### config.mk
export PLATFORM = sky130hd
export DESIGN_NAME = lwwr_front
export DESIGN_NICKNAME = d
export VERILOG_FILES = /design/src/lwwr_pkg.sv /design/src/lwwr_front.sv
export SDC_FILE = /design/constraint.sdc
export NUM_CORES = 1
export LEC_CHECK = 0
export CAP_MARGIN = 20
export CORE_MARGIN = 5
export CORE_UTILIZATION = 62
export CTS_CLUSTER_SIZE = 30
export DETAILED_ROUTE_END_ITERATION = 10
export DONT_BUFFER_PORTS = 1
export PLACE_DENSITY_LB_ADDON = 0.12
export SLEW_MARGIN = 20
export SYNTH_ARGS = -nofsm -noshare
export SYNTH_HDL_FRONTEND = slang
export SYNTH_SLANG_ARGS = --single-unit
### constraint.sdc
create_clock -name aclk -period 3.2 [get_ports aclk]
set_clock_uncertainty 0.15 [all_clocks]
set_input_delay 0.64 -clock aclk [delete_from_list [all_inputs] [get_ports aclk]]
set_output_delay 0.64 -clock aclk [all_outputs]
set_load 0.1 [all_outputs]
### src/lwwr_pkg.sv
// ----------------------------------------------------------------------------
// lwwr_pkg: shared types for the longest window within range block
// Payload structs of both channels.
// ----------------------------------------------------------------------------
package lwwr_pkg;

    localparam int unsigned SAMPLE_BITS = 32;
    localparam int unsigned LEN_BITS    = 11;
    localparam int unsigned LIMIT_BITS  = 32;

    typedef struct packed {
        logic [SAMPLE_BITS-1:0] sample_value;
        logic                   last_item;
    } in_word_t;

    typedef struct packed {
        logic [LEN_BITS-1:0] window_length;
        logic [LEN_BITS-1:0] best_length;
        logic                sequence_done;
    } out_word_t;

endpackage

### src/lwwr_front.sv
// ----------------------------------------------------------------------------
// lwwr_front: input queue
// Accepts input words, masks the sample to the used value width and holds
// them in a small two-entry queue ahead of the deque engine.
// ----------------------------------------------------------------------------
module lwwr_front #(
    parameter int unsigned VALUE_BITS = 32
) (
    input  logic                     aclk,
    input  logic                     aresetn,
    input  logic                     s_valid,
    output logic                     s_ready,
    input  lwwr_pkg::in_word_t       s_data,
    output logic                     q_valid,
    input  logic                     q_ready,
    output logic [VALUE_BITS-1:0]    q_value,
    output logic                     q_last
);

    localparam int unsigned UB = (VALUE_BITS < lwwr_pkg::SAMPLE_BITS) ?
                                 VALUE_BITS : lwwr_pkg::SAMPLE_BITS;

    logic [VALUE_BITS-1:0] val_reg [2];
    logic                  last_reg [2];
    logic                  wp_reg, rp_reg;
    logic [1:0]            cnt_reg;
    logic [VALUE_BITS-1:0] masked;
    logic                  push, pop;

    // zero-extend the used low bits of the sample
    always_comb begin
        masked = '0;
        masked[UB-1:0] = s_data.sample_value[UB-1:0];
    end

    assign s_ready = (cnt_reg != 2'd2);
    assign q_valid = (cnt_reg != 2'd0);
    assign push    = s_valid && s_ready;
    assign pop     = q_valid && q_ready;
    assign q_value = val_reg[rp_reg];
    assign q_last  = last_reg[rp_reg];

    // queue storage
    always_ff @(posedge aclk) begin
        if (push) begin
            val_reg[wp_reg]  <= masked;
            last_reg[wp_reg] <= s_data.last_item;
        end
    end

    // queue pointers
    always_ff @(posedge aclk) begin
        if (!aresetn) begin
            wp_reg  <= 1'b0;
            rp_reg  <= 1'b0;
            cnt_reg <= 2'd0;
        end else begin
            if (push) wp_reg <= ~wp_reg;
            if (pop)  rp_reg <= ~rp_reg;
            cnt_reg <= cnt_reg + {1'b0, push} - {1'b0, pop};
        end
    end

endmodule

Yosys cells after proc, flatten, opt, wreduce, memory -nomap -nowiden
Memories as Yosys holds them, arrays and structs flattened. A register that Yosys moved wholly into a read port is not among the register bits. Index checks and enable logic that the tools add are counted. W data, S select, Z words.

Reduce and logical (&&, ||, !) cells: 3. Muxes and demuxes: 6. Add/sub/neg operators: 2. Bitwise operators: 2. Eq/ne operators: 1.

Operators by type and width (count): $mux W1 (6); $add A2 B1 Y2 (1); $logic_and A1 B1 Y1 (2); $ne A2 B2 Y1 const B (1); $not A1 Y1 (2); $reduce_bool A2 Y1 (1); $sub A2 B1 Y2 (1).

Output and inout port bits: 35. Memories: 2. Bits of input ports: 37. Word-level logic and storage cells: 19. Flip-flop bits (word level): 4. Bits in writable memories: 66.

Memories: val_reg (words 2, width 32, rd ports 1, clocked after memory_dff 1, write ports 1, line lwwr_front.sv:23) `logic [VALUE_BITS-1:0] val_reg [2];`; last_reg (words 2, width 1, rd ports 1, clocked after memory_dff 1, write ports 1, line lwwr_front.sv:24) `logic last_reg [2];`.

Longest topological paths before layout
Depth in word-level cells: 4. Gate-level depth with buffers: 8. Depth with buffers taken out: 8.

Worst setup path after synthesis
Ideal clock, no wire load.

Path kind: reg-to-reg. From: register cnt_reg[0]. To: memory last_reg[0], enable pin. Clock period less this slack: 3416 ps. Arrival: 2843 ps. Cell stages (with the launch flop): 4. Path buffers: 0. Setup time: 423 ps. Required time: 2627 ps. Slack: -216 ps. Cells stage by stage: dfxtp_1 -> nand2b_1 -> nand2_1 -> nor2_1.

Word-level cells in the longest chain between the ends: 4.

Ends and longest elaborated chain: start: declaration (line lwwr_front.sv:26) `logic [1:0] cnt_reg;`; start signal: assignment (line lwwr_front.sv:60) `cnt_reg <= cnt_reg + {1'b0, push} - {1'b0, pop};`; $ne A2 B2 Y1 (line lwwr_front.sv:36) `assign s_ready = (cnt_reg != 2'd2);`; net s_ready (line lwwr_front.sv:12) `output logic s_ready,`; $logic_and A1 B1 Y1 (line lwwr_front.sv:38) `assign push = s_valid && s_ready;`; $mux W1 (line lwwr_front.sv:45) `if (push) begin`; $mux W1 (not written as such) (line lwwr_front.sv:47) `last_reg[wp_reg] <= s_data.last_item;`; end: declaration (line lwwr_front.sv:24).

The timed path passes the listed nets, and every way through them passes these cells.

==> results <==
- After floorplanning, the core was divided into 24 placement rows.
- The number of global-route vias before repair was 1163.
- The initial cell density of the core is 63.7%.
- The via density per instance is around 5.5.
- The first-pass GRT wire length is about 6.3 mm.
- Buffers placed on the I/O ports in this run total 0.
- The total area inside the core boundary comes to 4350 um2.
- After clock tree synthesis, the clock-pin slew on the worst setup and hold paths is roughly 70 ps.
- The net count reported at finish is between 150 and 200.
- The area of the die is about 5900 um2.
- For the finished layout, the period the worst path requires is 2530 ps.
- The clock tree from TritonCTS is done.
- Across every metal layer, demand over resource in global routing totals between 10 and 15%.
- The total of hold buffers inserted after clock tree synthesis is 0.
- In this run the post-CTS setup repair buffer count came out at 0.
- The category of the worst setup path launch point is a flop.
- The endpoint class of the critical path is a primary output.
- In the post-route analysis, the smallest setup slack over all paths is 666 ps.
- For the pin with the worst max-slew slack, the measured transition is 927 ps.
- From synthesis to final layout, the design area changed by 7.40%.
- The critical path start-end classification is flop to primary output.
- The register with the most flip-flops in the layout has 64 of them.
- In this run the worst hold path is classified as input pin to flop.
- The average size of a mapped cell is between 20 and 25 um2.
- The detailed-route DRC error count is 0.
- Along the worst path, the maximum fanout reaches 16.
- In the final layout, the share of cells above drive strength 1 is around 37%.
- The clock reaches the later pin of the worst-skew pair after approximately 320 ps.
- Summed over all layers, the routed wires come to between 3 and 4 mm.
- The final antenna diode count is 0.
- The cell count after synthesis came out at ~130.
- Before CTS, the worst setup slack after placement is 980 ps.
- The total nets after synthesis is 166.
- The setup TNS is 0 ps.
- The number of antenna violations at the first check in global routing is 0.
- From left edge to right edge, the die measures 76.9 um.
- Setup repair after global routing left no endpoint under its margin.
- The number of design-rule violations left by the first detailed-router iteration is 56.
- The worst-case clock buffer depth is 2.
- The buffer cell driving the clock tree root is sky130_fd_sc_hd__clkbuf_8.
- Across the run, the number of max-cap violations was 0.
- During synthesis, Yosys emitted a total of 0 warnings.
- The wire-length estimate of the detail-placed layout is 2.74 mm.
- The netlist area before placement is ~2800 um2.
- For the worst setup path, the data required time is 2410 ps.
- Yosys mapped the design onto 18 distinct sky130hd cell types.
- The top-level port count is a little over 70.
- The run finished with clean final reports.
- Counting flops and latches in the post-synthesis netlist gives 71.
- For this run, the detailed router's first-pass iteration total came to 4.
- The number of failing setup endpoints in the final timing report is 0.
- The max-slew violation count is 0.
- The number of clock buffers added by TritonCTS is 9.
- The post-cts sizing count is 0.
- The number of antenna-violating nets in the routed design is 0.
- At the end of routability-driven placement, the weighted congestion stood at 0.626.
- The total count of hold-check failures in the final report is 0.
- Dividing the detail-routed wire length by the instance count gives ~20 um.
- For this run, the top clock speed supported by timing is ~400 MHz.
- Entering global routing, the biggest net connects 34 pins.
- The TritonCTS sink count is 71.
- The worst max-slew margin expressed relative to the limit is 38.0%.
- The worst hold-check slack is 258 ps.
- The post-route fraction of the period consumed by the critical path is a little under 80%.
- The portion of the post-synthesis area used by sequential elements is 75.1%.
- Summing over every cut layer, the via total after detailed routing is 1074.
- Measured on the finished design, the core utilization comes to 68.4%.
- The H-tree depth is 3.
- For the worst setup path, the data arrival time is between 1500 and 2000 ps.
- The die height is 76.9 um.
- The total overflow left after global routing is 0.
## layout by cell type (no fill, tap or decap), drive strengths merged
master   n
and2     2
and3     1
buf      3
bufinv   1
clkbuf  10
clkinv   5
dfxtp    5
edfxtp  66
ha       2
inv      1
mux2    33
mux2i    1
nand2    2
nand2b   2
nor2     1
nor2b    2
o21a     1
or2      1
xnor2    3
## worst paths after layout
| check | cells after the start | from | end | slack (ps) |
|---|---|---|---|---|
| worst max-delay path | 2 | flop | q_value[9] | 670 |
| worst min-delay path | 0 | s_data[4] | val_reg[1][3] | 260 |
| worst max register to register | 3 | cnt_reg[0] | val_reg[0][7] | 1250 |
| worst min register to register | 2 | wp_reg | wp_reg | 400 |
## synth_stat cells
cell type | instances | share of area (%)
sky130_fd_sc_hd__dfxtp_1 | 5 | 3.6
sky130_fd_sc_hd__nor2b_1 | 2 | 0.45
sky130_fd_sc_hd__and3_1 | 1 | 0.23
sky130_fd_sc_hd__and2_1 | 2 | 0.45
sky130_fd_sc_hd__mux2i_1 | 1 | 0.36
sky130_fd_sc_hd__xnor2_1 | 3 | 0.95
sky130_fd_sc_hd__mux2_2 | 3 | 1.2
sky130_fd_sc_hd__o21a_2 | 1 | 0.32
sky130_fd_sc_hd__buf_12 | 3 | 2.2
sky130_fd_sc_hd__edfxtp_1 | 66 | 71
sky130_fd_sc_hd__or2_2 | 1 | 0.23
sky130_fd_sc_hd__nand2b_1 | 2 | 0.45
sky130_fd_sc_hd__nand2_1 | 2 | 0.27
sky130_fd_sc_hd__inv_1 | 1 | 0.14
sky130_fd_sc_hd__mux2_4 | 30 | 16
sky130_fd_sc_hd__nor2_1 | 1 | 0.14
sky130_fd_sc_hd__buf_6 | 1 | 0.41
sky130_fd_sc_hd__ha_1 | 2 | 0.90
## worst max-delay path, stage by stage, from the launching register on
cell                      delay [ps]
sky130_fd_sc_hd__dfxtp_2         630
sky130_fd_sc_hd__buf_4           320
sky130_fd_sc_hd__mux2_4          460
## metal layers
metal / up-vias / GRT usage (%) / share of wire, %
li1: 507 / - / -
met1: 522 / 15.9 / 37
met2: 41 / 21.9 / 51
met3: 4 / 9.02 / 11
met4: 0 / 7.34 / 1.2
met5: - / 0 / 0
## through the flow
| stage | instances | cell area, um2 |
|---|---|---|
| after global placement | 178 | 2800 |
| after CTS | 194 | 2980 |
| after floorplan | 127 | 2780 |
| final | 194 | 2980 |
| after global routing | 194 | 2980 |
| after detailed placement | 178 | 2800 |
## cells by family (layout without fill, tap and decap cells)
kind of cell | count (synthesis) | count (layout) | synth area share, %
flip-flops | 71 | 71 | 75.1
AO/OA/AOI/OAI | 1 | 1 | 0.316
multiplexers | 34 | 34 | 17.8
XOR/XNOR | 3 | 3 | 0.948
adder cells (fa/ha/maj) | 2 | 2 | 0.902
buffers and inverters | 5 | 20 | 2.71
AND/OR/NAND/NOR | 11 | 11 | 2.21
## area by class of cell
type	count	area [um2]
Sequential cell	71	2080
Inverter	1	3.75
Clock inverter	6	51.3
Timing Repair Buffer	3	22.5
Tap cell	52	65.1
Multi-Input combinational cell	51	624
Clock buffer	10	128
Fill cell	272	1380
Power is not shown: default switching activity piles up to over one toggle a cycle in this logic, so the estimate is an artifact.
